`src/hw/rtl/msp_pkg.sv`:
```
// Shared types, codes and the CRC-8 helper for the serial control frame parser.
package msp_pkg;

  localparam int unsigned ByteW = 8;
  localparam int unsigned WordW = 16;
  localparam int unsigned KindW = 3;

  localparam logic [ByteW-1:0] CH_DOLLAR = 8'h24;
  localparam logic [ByteW-1:0] CH_M      = 8'h4D;
  localparam logic [ByteW-1:0] CH_X      = 8'h58;
  localparam logic [ByteW-1:0] CH_QUERY  = 8'h3F;
  localparam logic [ByteW-1:0] CH_LT     = 8'h3C;
  localparam logic [ByteW-1:0] CH_GT     = 8'h3E;

  localparam logic [ByteW-1:0] CRC_POLY = 8'hD5;
  localparam logic [ByteW-1:0] CRC_MSB  = 8'h80;

  localparam logic [KindW-1:0] KIND_V1_CMD  = 3'd0;
  localparam logic [KindW-1:0] KIND_V1_RESP = 3'd1;
  localparam logic [KindW-1:0] KIND_V1_FLAG = 3'd2;
  localparam logic [KindW-1:0] KIND_V2_CMD  = 3'd3;
  localparam logic [KindW-1:0] KIND_V2_RESP = 3'd4;

  // Header byte positions of a version 2 frame.
  localparam logic [WordW-1:0] V2_FLAGS  = 16'd0;
  localparam logic [WordW-1:0] V2_FUNC_L = 16'd1;
  localparam logic [WordW-1:0] V2_FUNC_H = 16'd2;
  localparam logic [WordW-1:0] V2_LEN_L  = 16'd3;
  localparam logic [WordW-1:0] V2_LAST   = 16'd4;

  typedef enum logic [11:0] {
    ST_IDLE  = 12'b0000_0000_0001,
    ST_START = 12'b0000_0000_0010,
    ST_HDR_M = 12'b0000_0000_0100,
    ST_FLAGS = 12'b0000_0000_1000,
    ST_SIZE1 = 12'b0000_0001_0000,
    ST_FUNC1 = 12'b0000_0010_0000,
    ST_PAY1  = 12'b0000_0100_0000,
    ST_CHK1  = 12'b0000_1000_0000,
    ST_HDR_X = 12'b0001_0000_0000,
    ST_HDR2  = 12'b0010_0000_0000,
    ST_PAY2  = 12'b0100_0000_0000,
    ST_CHK2  = 12'b1000_0000_0000
  } state_t;

  // One byte of CRC-8 (DVB-S2), MSB first.
  function automatic logic [ByteW-1:0] crc8_step(input logic [ByteW-1:0] acc,
                                                 input logic [ByteW-1:0] b);
    logic [ByteW-1:0] c;
    c = acc ^ b;
    for (int k = 0; k < 8; k++) begin
      if ((c & CRC_MSB) != '0) begin
        c = (c << 1) ^ CRC_POLY;
      end else begin
        c = c << 1;
      end
    end
    return c;
  endfunction

endpackage

```
`src/hw/rtl/msp_in_if.sv`:
```
// Input channel: one received serial byte per beat.
interface msp_in_if;
  logic       valid;
  logic       ready;
  logic [7:0] rx_byte;

  modport source (output valid, output rx_byte, input ready);
  modport sink (input valid, input rx_byte, output ready);
endinterface

```
`src/hw/rtl/msp_out_if.sv`:
```
// Result channel: payload byte and frame status, one beat per received byte.
interface msp_out_if;
  logic        valid;
  logic        ready;
  logic        payload_valid;
  logic [7:0]  payload_byte;
  logic [15:0] payload_index;
  logic        frame_ok;
  logic        crc_fail;
  logic [2:0]  frame_kind;
  logic [15:0] function_id;
  logic [7:0]  frame_flags;
  logic [15:0] payload_len;

  modport source (output valid, output payload_valid, output payload_byte,
                  output payload_index, output frame_ok, output crc_fail,
                  output frame_kind, output function_id, output frame_flags,
                  output payload_len, input ready);
  modport sink (input valid, input payload_valid, input payload_byte,
                input payload_index, input frame_ok, input crc_fail,
                input frame_kind, input function_id, input frame_flags,
                input payload_len, output ready);
endinterface

```
`src/hw/rtl/msp_frame_parser.sv`:
```
// Parser for serial control frames, versions 1 and 2, one received byte per beat.
// Every received byte produces exactly one result beat in the cycle after it is taken, and a
// new byte is accepted every cycle: the frame state, checksum and header registers update
// in the accepting cycle, and the result sits in a single output register that is refilled
// in the same cycle it is drained, so throughput is one byte per clock and the only stall
// is a held output. Version 1 frames use an XOR checksum, version 2 frames a CRC-8 with
// polynomial 0xD5 computed one byte per cycle. The header fields on each result show the
// frame registers after that byte; after the checksum byte the parser returns to idle.
module msp_frame_parser (
  input  logic      clk,
  input  logic      rst_n,
  msp_in_if.sink    in_bus,
  msp_out_if.source out_bus
);
  import msp_pkg::*;

  state_t           state_r, state_nxt;
  logic [ByteW-1:0] crc_r, crc_nxt;
  logic [WordW-1:0] cnt_r, cnt_nxt;
  logic [WordW-1:0] len_r, len_nxt;
  logic [WordW-1:0] func_r, func_nxt;
  logic [ByteW-1:0] flags_r, flags_nxt;
  logic [KindW-1:0] kind_r, kind_nxt;

  logic             pv, ok, fail;
  logic [WordW-1:0] cnt_inc;
  logic [ByteW-1:0] c;
  logic             in_fire;

  logic             out_valid_r;
  logic             pv_r, ok_r, fail_r;
  logic [ByteW-1:0] pb_r;
  logic [WordW-1:0] pi_r;
  logic [KindW-1:0] kind_out_r;
  logic [WordW-1:0] func_out_r, len_out_r;
  logic [ByteW-1:0] flags_out_r;

  assign c       = in_bus.rx_byte;
  assign in_bus.ready = !out_valid_r || out_bus.ready;
  assign in_fire = in_bus.valid && in_bus.ready;
  assign cnt_inc = cnt_r + 16'd1;

  always_comb begin
    state_nxt = state_r;
    crc_nxt   = crc_r;
    cnt_nxt   = cnt_r;
    len_nxt   = len_r;
    func_nxt  = func_r;
    flags_nxt = flags_r;
    kind_nxt  = kind_r;
    pv        = 1'b0;
    ok        = 1'b0;
    fail      = 1'b0;
    case (state_r)
      ST_IDLE: begin
        if (c == CH_DOLLAR) state_nxt = ST_START;
      end
      ST_START: begin
        if (c == CH_X) state_nxt = ST_HDR_X;
        else if (c == CH_M) state_nxt = ST_HDR_M;
        else state_nxt = ST_IDLE;
      end
      ST_HDR_M, ST_HDR_X: begin
        // The type byte starts a fresh frame whatever it turns out to be.
        len_nxt   = '0;
        func_nxt  = '0;
        flags_nxt = '0;
        kind_nxt  = KIND_V1_CMD;
        cnt_nxt   = '0;
        crc_nxt   = '0;
        state_nxt = ST_IDLE;
        if (state_r == ST_HDR_M) begin
          if (c == CH_QUERY) begin
            kind_nxt = KIND_V1_FLAG;  state_nxt = ST_FLAGS;
          end else if (c == CH_LT) begin
            kind_nxt = KIND_V1_CMD;   state_nxt = ST_SIZE1;
          end else if (c == CH_GT) begin
            kind_nxt = KIND_V1_RESP;  state_nxt = ST_SIZE1;
          end
        end else begin
          if (c == CH_LT) begin
            kind_nxt = KIND_V2_CMD;   state_nxt = ST_HDR2;
          end else if (c == CH_GT) begin
            kind_nxt = KIND_V2_RESP;  state_nxt = ST_HDR2;
          end
        end
      end
      ST_FLAGS: begin
        flags_nxt = c;
        state_nxt = ST_SIZE1;
      end
      ST_SIZE1: begin
        len_nxt   = {8'd0, c};
        crc_nxt   = crc_r ^ c;
        state_nxt = ST_FUNC1;
      end
      ST_FUNC1: begin
        func_nxt  = {8'd0, c};
        crc_nxt   = crc_r ^ c;
        cnt_nxt   = '0;
        state_nxt = (len_r == '0) ? ST_CHK1 : ST_PAY1;
      end
      ST_PAY1, ST_PAY2: begin
        pv      = 1'b1;
        crc_nxt = (state_r == ST_PAY1) ? (crc_r ^ c) : crc8_step(crc_r, c);
        cnt_nxt = cnt_inc;
        if (cnt_inc == len_r) state_nxt = (state_r == ST_PAY1) ? ST_CHK1 : ST_CHK2;
      end
      ST_HDR2: begin
        crc_nxt = crc8_step(crc_r, c);
        if (cnt_r == V2_FLAGS) flags_nxt = c;
        else if (cnt_r == V2_FUNC_L) func_nxt = {func_r[15:8], c};
        else if (cnt_r == V2_FUNC_H) func_nxt = {c, func_r[7:0]};
        else if (cnt_r == V2_LEN_L) len_nxt = {len_r[15:8], c};
        else len_nxt = {c, len_r[7:0]};
        cnt_nxt = cnt_inc;
        if (cnt_r >= V2_LAST) begin
          cnt_nxt   = '0;
          state_nxt = (len_nxt == '0) ? ST_CHK2 : ST_PAY2;
        end
      end
      ST_CHK1, ST_CHK2: begin
        ok        = (crc_r == c);
        fail      = (crc_r != c);
        state_nxt = ST_IDLE;
      end
      default: begin
        state_nxt = ST_IDLE;
      end
    endcase
  end

  always_ff @(posedge clk) begin
    if (!rst_n) begin
      state_r     <= ST_IDLE;
      crc_r       <= '0;
      cnt_r       <= '0;
      len_r       <= '0;
      func_r      <= '0;
      flags_r     <= '0;
      kind_r      <= '0;
      out_valid_r <= 1'b0;
    end else begin
      if (in_fire) begin
        state_r <= state_nxt;
        crc_r   <= crc_nxt;
        cnt_r   <= cnt_nxt;
        len_r   <= len_nxt;
        func_r  <= func_nxt;
        flags_r <= flags_nxt;
        kind_r  <= kind_nxt;
      end
      if (in_fire) out_valid_r <= 1'b1;
      else if (out_bus.ready) out_valid_r <= 1'b0;
    end
  end

  always_ff @(posedge clk) begin
    if (in_fire) begin
      pv_r        <= pv;
      pb_r        <= pv ? c : '0;
      pi_r        <= pv ? cnt_r : '0;
      ok_r        <= ok;
      fail_r      <= fail;
      kind_out_r  <= kind_nxt;
      func_out_r  <= func_nxt;
      flags_out_r <= flags_nxt;
      len_out_r   <= len_nxt;
    end
  end

  assign out_bus.valid         = out_valid_r;
  assign out_bus.payload_valid = pv_r;
  assign out_bus.payload_byte  = pb_r;
  assign out_bus.payload_index = pi_r;
  assign out_bus.frame_ok      = ok_r;
  assign out_bus.crc_fail      = fail_r;
  assign out_bus.frame_kind    = kind_out_r;
  assign out_bus.function_id   = func_out_r;
  assign out_bus.frame_flags   = flags_out_r;
  assign out_bus.payload_len   = len_out_r;

endmodule

```
`src/flat_wrapper.sv`:
```
// flat-port wrapper written by rule: the top's interface ports become plain ports
module msp_frame_parser_flat import msp_pkg::*;
  (clk, rst_n, in_bus_valid, in_bus_rx_byte, in_bus_ready, out_bus_valid, out_bus_payload_valid, out_bus_payload_byte, out_bus_payload_index, out_bus_frame_ok, out_bus_crc_fail, out_bus_frame_kind, out_bus_function_id, out_bus_frame_flags, out_bus_payload_len, out_bus_ready);
  msp_in_if in_bus_i ();
  msp_out_if out_bus_i ();
  input  logic clk;
  input  logic rst_n;
  input wire logic [$bits(in_bus_i.valid)-1:0] in_bus_valid;
  input wire logic [$bits(in_bus_i.rx_byte)-1:0] in_bus_rx_byte;
  output wire logic [$bits(in_bus_i.ready)-1:0] in_bus_ready;
  output wire logic [$bits(out_bus_i.valid)-1:0] out_bus_valid;
  output wire logic [$bits(out_bus_i.payload_valid)-1:0] out_bus_payload_valid;
  output wire logic [$bits(out_bus_i.payload_byte)-1:0] out_bus_payload_byte;
  output wire logic [$bits(out_bus_i.payload_index)-1:0] out_bus_payload_index;
  output wire logic [$bits(out_bus_i.frame_ok)-1:0] out_bus_frame_ok;
  output wire logic [$bits(out_bus_i.crc_fail)-1:0] out_bus_crc_fail;
  output wire logic [$bits(out_bus_i.frame_kind)-1:0] out_bus_frame_kind;
  output wire logic [$bits(out_bus_i.function_id)-1:0] out_bus_function_id;
  output wire logic [$bits(out_bus_i.frame_flags)-1:0] out_bus_frame_flags;
  output wire logic [$bits(out_bus_i.payload_len)-1:0] out_bus_payload_len;
  input wire logic [$bits(out_bus_i.ready)-1:0] out_bus_ready;
  assign in_bus_i.valid = in_bus_valid;
  assign in_bus_i.rx_byte = in_bus_rx_byte;
  assign in_bus_ready = in_bus_i.ready;
  assign out_bus_valid = out_bus_i.valid;
  assign out_bus_payload_valid = out_bus_i.payload_valid;
  assign out_bus_payload_byte = out_bus_i.payload_byte;
  assign out_bus_payload_index = out_bus_i.payload_index;
  assign out_bus_frame_ok = out_bus_i.frame_ok;
  assign out_bus_crc_fail = out_bus_i.crc_fail;
  assign out_bus_frame_kind = out_bus_i.frame_kind;
  assign out_bus_function_id = out_bus_i.function_id;
  assign out_bus_frame_flags = out_bus_i.frame_flags;
  assign out_bus_payload_len = out_bus_i.payload_len;
  assign out_bus_i.ready = out_bus_ready;
  msp_frame_parser u_core (.clk(clk), .rst_n(rst_n), .in_bus(in_bus_i), .out_bus(out_bus_i));
endmodule
```
`config.mk`:
```
export PLATFORM = sky130hd
export DESIGN_NAME = msp_frame_parser_flat
export DESIGN_NICKNAME = d
export VERILOG_FILES = /design/src/hw/rtl/msp_pkg.sv /design/src/hw/rtl/msp_in_if.sv /design/src/hw/rtl/msp_out_if.sv /design/src/hw/rtl/msp_frame_parser.sv /design/src/flat_wrapper.sv
export SDC_FILE = /design/constraint.sdc
export NUM_CORES = 1
export LEC_CHECK = 0
export ABC_AREA = 1
export BUFFER_PORTS_ARGS = -buffer_cell sky130_fd_sc_hd__buf_2
export CAP_MARGIN = 20
export CORE_ASPECT_RATIO = 1.5
export CORE_MARGIN = 1
export CORE_UTILIZATION = 45
export DETAILED_ROUTE_END_ITERATION = 8
export GPL_ROUTABILITY_DRIVEN = 0
export PLACE_DENSITY_LB_ADDON = 0.1
export SYNTH_ARGS = -nofsm -noshare
export SYNTH_HDL_FRONTEND = slang
export SYNTH_SLANG_ARGS = --single-unit
export TNS_END_PERCENT = 30
```
`constraint.sdc`:
```
create_clock -name clk -period 3.65 [get_ports clk]
set_clock_uncertainty 0.1 [all_clocks]
set_input_delay 0.5475 -clock clk [delete_from_list [all_inputs] [get_ports clk]]
set_output_delay 0.5475 -clock clk [all_outputs]
set_load 0.03 [all_outputs]
```
==> impl_metrics.json <==
{
  "cts_sinks": 150,
  "setup_viol": 0,
  "grt.total_usage_pct": 26.49,
  "fin_crit_ns": 2.811,
  "yosys.area_share.simple_pct": 25.75,
  "die_w_um": 110.4,
  "layout_commonest_cell": "nand2_1",
  "synth_ff_type": "dfxtp_1",
  "synth_xor_xnor_area_share_pct": 3.663,
  "drv_cap": 0,
  "antenna_found_initial": 0,
  "cts-root-buf": "clkbuf_16",
  "cts_buffers": 17,
  "start_util_pct": 45.88,
  "peakVddDrop_v": 0.0003139,
  "top_usage_layer": "met2",
  "synth_edf_count": 70,
  "routed_wl_um": 22920,
  "portBuffers": 83,
  "wl_per_cell_um": 17.12,
  "slew-limit-headroom_pct": 35.24,
  "grt_max_degree": 89,
  "fin_crit_sh_pct": 77.02,
  "num_antenna_cells": 0,
  "die_y_um": 164.5,
  "syn-cell-area_um2": 7925,
  "final_nets": 1130,
  "dr_total_vias": 7212,
  "syn_inst": 1031,
  "ant_nets": 0,
  "drive_gt1_share_pct": 14.92,
  "hold_violations": 0,
  "synthAdderAreaFrac_pct": 0.7894,
  "fp.dieArea_um2": 18160,
  "fin_setup_tns_ns": 0,
  "ys_seq_area_share_pct": 46.73,
  "slew_violations": 0,
  "grt_pass1_vias": 6673,
  "use_met1_pct": 29.64,
  "drc": 0,
  "grt_first_pass_wirelength_um": 35420,
  "holdCritPathClass": "primary input to flip-flop",
  "grtUsageMet3_pct": 4.815,
  "start_kind": "flip-flop",
  "clkLatencyLatePin_ns": 0.43,
  "fmax_mhz": 355.7,
  "async_flop_share_pct": 0,
  "drt_iter0_drc": 438,
  "ys.warnings.count": 0,
  "synthMuxAreaShare_pct": 0,
  "worst_pin_slew_ns": 0.9714,
  "power_per_cell_area_nw_per_um2": 499.3,
  "overflow": 0,
  "clockBufferDepth": 2,
  "critPathCaptureType": "flip-flop",
  "rows": 59,
  "critPathRequiredTime_ns": 3.92,
  "crit_fanout": 16,
  "ys_types": 43,
  "cts_resized": 0,
  "cts_tree": "done",
  "core_area_um2": 17270,
  "rsz0062_at_grt": "no",
  "n_fill_cell": 1755,
  "area_delta_synth_final_pct": 15.47,
  "crit_arrival_ns": 3.08,
  "cts_setup_buffers": 0,
  "power.total_mw": 4.569,
  "htree_levels": 4,
  "final_cell_mix": "nand2_1, inv_1, nor2_1, buf_2, dfxtp_1",
  "use_met2_pct": 46.25,
  "first_pass_iters": 5,
  "avgSynthCellArea_um2": 7.687,
  "outcome": "completed",
  "synth.net_count": 1048,
  "ys_ff_latch": 150,
  "clk_pin_slew_ns": 0.07,
  "synth_top_family_by_area": "simple AND/OR/NAND/NOR gates",
  "synth-compound-area-share_pct": 13.32,
  "critPathKind": "flip-flop to flip-flop",
  "holdBufCountCts": 0,
  "viasPerCell": 5.386,
  "hpwl_um": 16410,
  "leakage_nw": 4.164,
  "boundaryPins": 84
}
==> worst paths after layout <==
| check | from | to | slack (ns) | cells past startpoint |
|---|---|---|---|---|
| max | u_core.cnt_r[0] | u_core.state_r[10] | 0.84 | 12 |
| min | out_bus_ready | u_core.out_bus.valid | 0.34 | 4 |
| max reg2reg | u_core.cnt_r[0] | u_core.state_r[10] | 0.84 | 12 |
| min reg2reg | u_core.crc_r[6] | u_core.crc_r[6] | 0.38 | 2 |
==> where the power goes <==
| group | internal [mW] | switching (mW) | leakage (nW) |
|---|---|---|---|
| sequential | 1.89 | 0.0620 | 1.37 |
| clock | 1.05 | 0.773 | 0.292 |
| combinational | 0.228 | 0.566 | 2.51 |
| total | 3.17 | 1.40 | 4.16 |
==> cells by family (layout without fill, tap and decap cells) <==
logic type / after synthesis / count (layout)
adder cells (fa/ha/maj): 5 / 5
XOR/XNOR: 26 / 26
AO/OA/AOI/OAI: 190 / 190
buffers and inverters: 198 / 293
flip-flops: 150 / 150
AND/OR/NAND/NOR: 462 / 462
==> sequential cells by signal, summed over array words and instances (netlist names) <==
signal	count
u_core.out_bus.payload_byte	8
u_core.len_r	16
u_core.out_bus.frame_ok	1
u_core.out_bus.function_id	16
u_core.out_bus.payload_valid	1
u_core.out_bus.frame_kind	3
u_core.out_bus.payload_index	16
u_core.state_r	12
u_core.crc_r	8
u_core.kind_r	3
u_core.out_bus.frame_flags	8
u_core.flags_r	8
u_core.out_bus.payload_len	16
u_core.cnt_r	16
u_core.out_bus.valid	1
u_core.out_bus.crc_fail	1
u_core.func_r	16
==> metrics by stage <==
| stage | worst slack [ns] | area [um2] | hold slack [ns] | util (%) | instances |
|---|---|---|---|---|---|
| after detailed placement | 0.7257 | 8544 | 0.3748 | 49.46 | 1307 |
| after global routing | 0.5586 | 9151 | 0.3667 | 52.98 | 1339 |
| after floorplan | 0.2208 | 7925 | 0.3540 | - | 1031 |
| final | 0.8389 | 9151 | 0.3403 | 52.98 | 1339 |
| after global placement | 0.7236 | 8544 | 0.3724 | 49.46 | 1307 |
| after CTS | 0.8548 | 9151 | 0.3316 | 52.98 | 1339 |
==> critical path, stage by stage, from the launching register on <==
cell	delay [ns]
dfxtp_1	0.40
inv_2	0.12
ha_1	0.28
or2_2	0.35
nor2_1	0.13
nand4_2	0.33
o21ai_0	0.40
nor2_1	0.07
nand2_1	0.06
nor2_1	0.05
a21oi_1	0.30
nor2_1	0.07
nor2_1	0.10
==> area by class of cell <==
class                           count  area, um2  share of cell area (%)
Tap cell                          213      266.5                   2.912
Inverter                          168      631.9                   6.905
Clock buffer                       19      442.9                   4.840
Sequential cell                   150       3704                   40.47
Timing Repair Buffer               93      490.5                   5.360
Clock inverter                     13      163.9                   1.791
Multi-Input combinational cell    683       3452                   37.72
==> cells in the mapped netlist (all sizes together) (3+ instances only) <==
| cell type | count | area, um2 |
|---|---|---|
| buf | 12 | 73.81 |
| o221ai | 9 | 78.83 |
| clkbuf | 18 | 67.56 |
| ha | 5 | 62.56 |
| edfxtp | 70 | 2102 |
| dfxtp | 80 | 1602 |
| clkinv | 3 | 11.26 |
| or2 | 3 | 18.77 |
| a21oi | 73 | 376.6 |
| nand2 | 245 | 947.2 |
| nand4 | 21 | 158.9 |
| nor3 | 10 | 50.05 |
| o22ai | 26 | 162.7 |
| xor2 | 18 | 165.2 |
| o21ai | 74 | 370.3 |
| nor4 | 10 | 62.56 |
| xnor3 | 4 | 90.09 |
| xnor2 | 4 | 35.03 |
| nor2 | 107 | 441.7 |
| inv | 165 | 619.4 |
| nand3 | 65 | 355.3 |
==> layer usage <==
metal  wire length (um)  vias up
li1                   -     3564
met1               8834     3356
met2              11930      226
met3                989       66
met4               1161        0
met5                  0        -
Power figures use the tool's default switching activity.
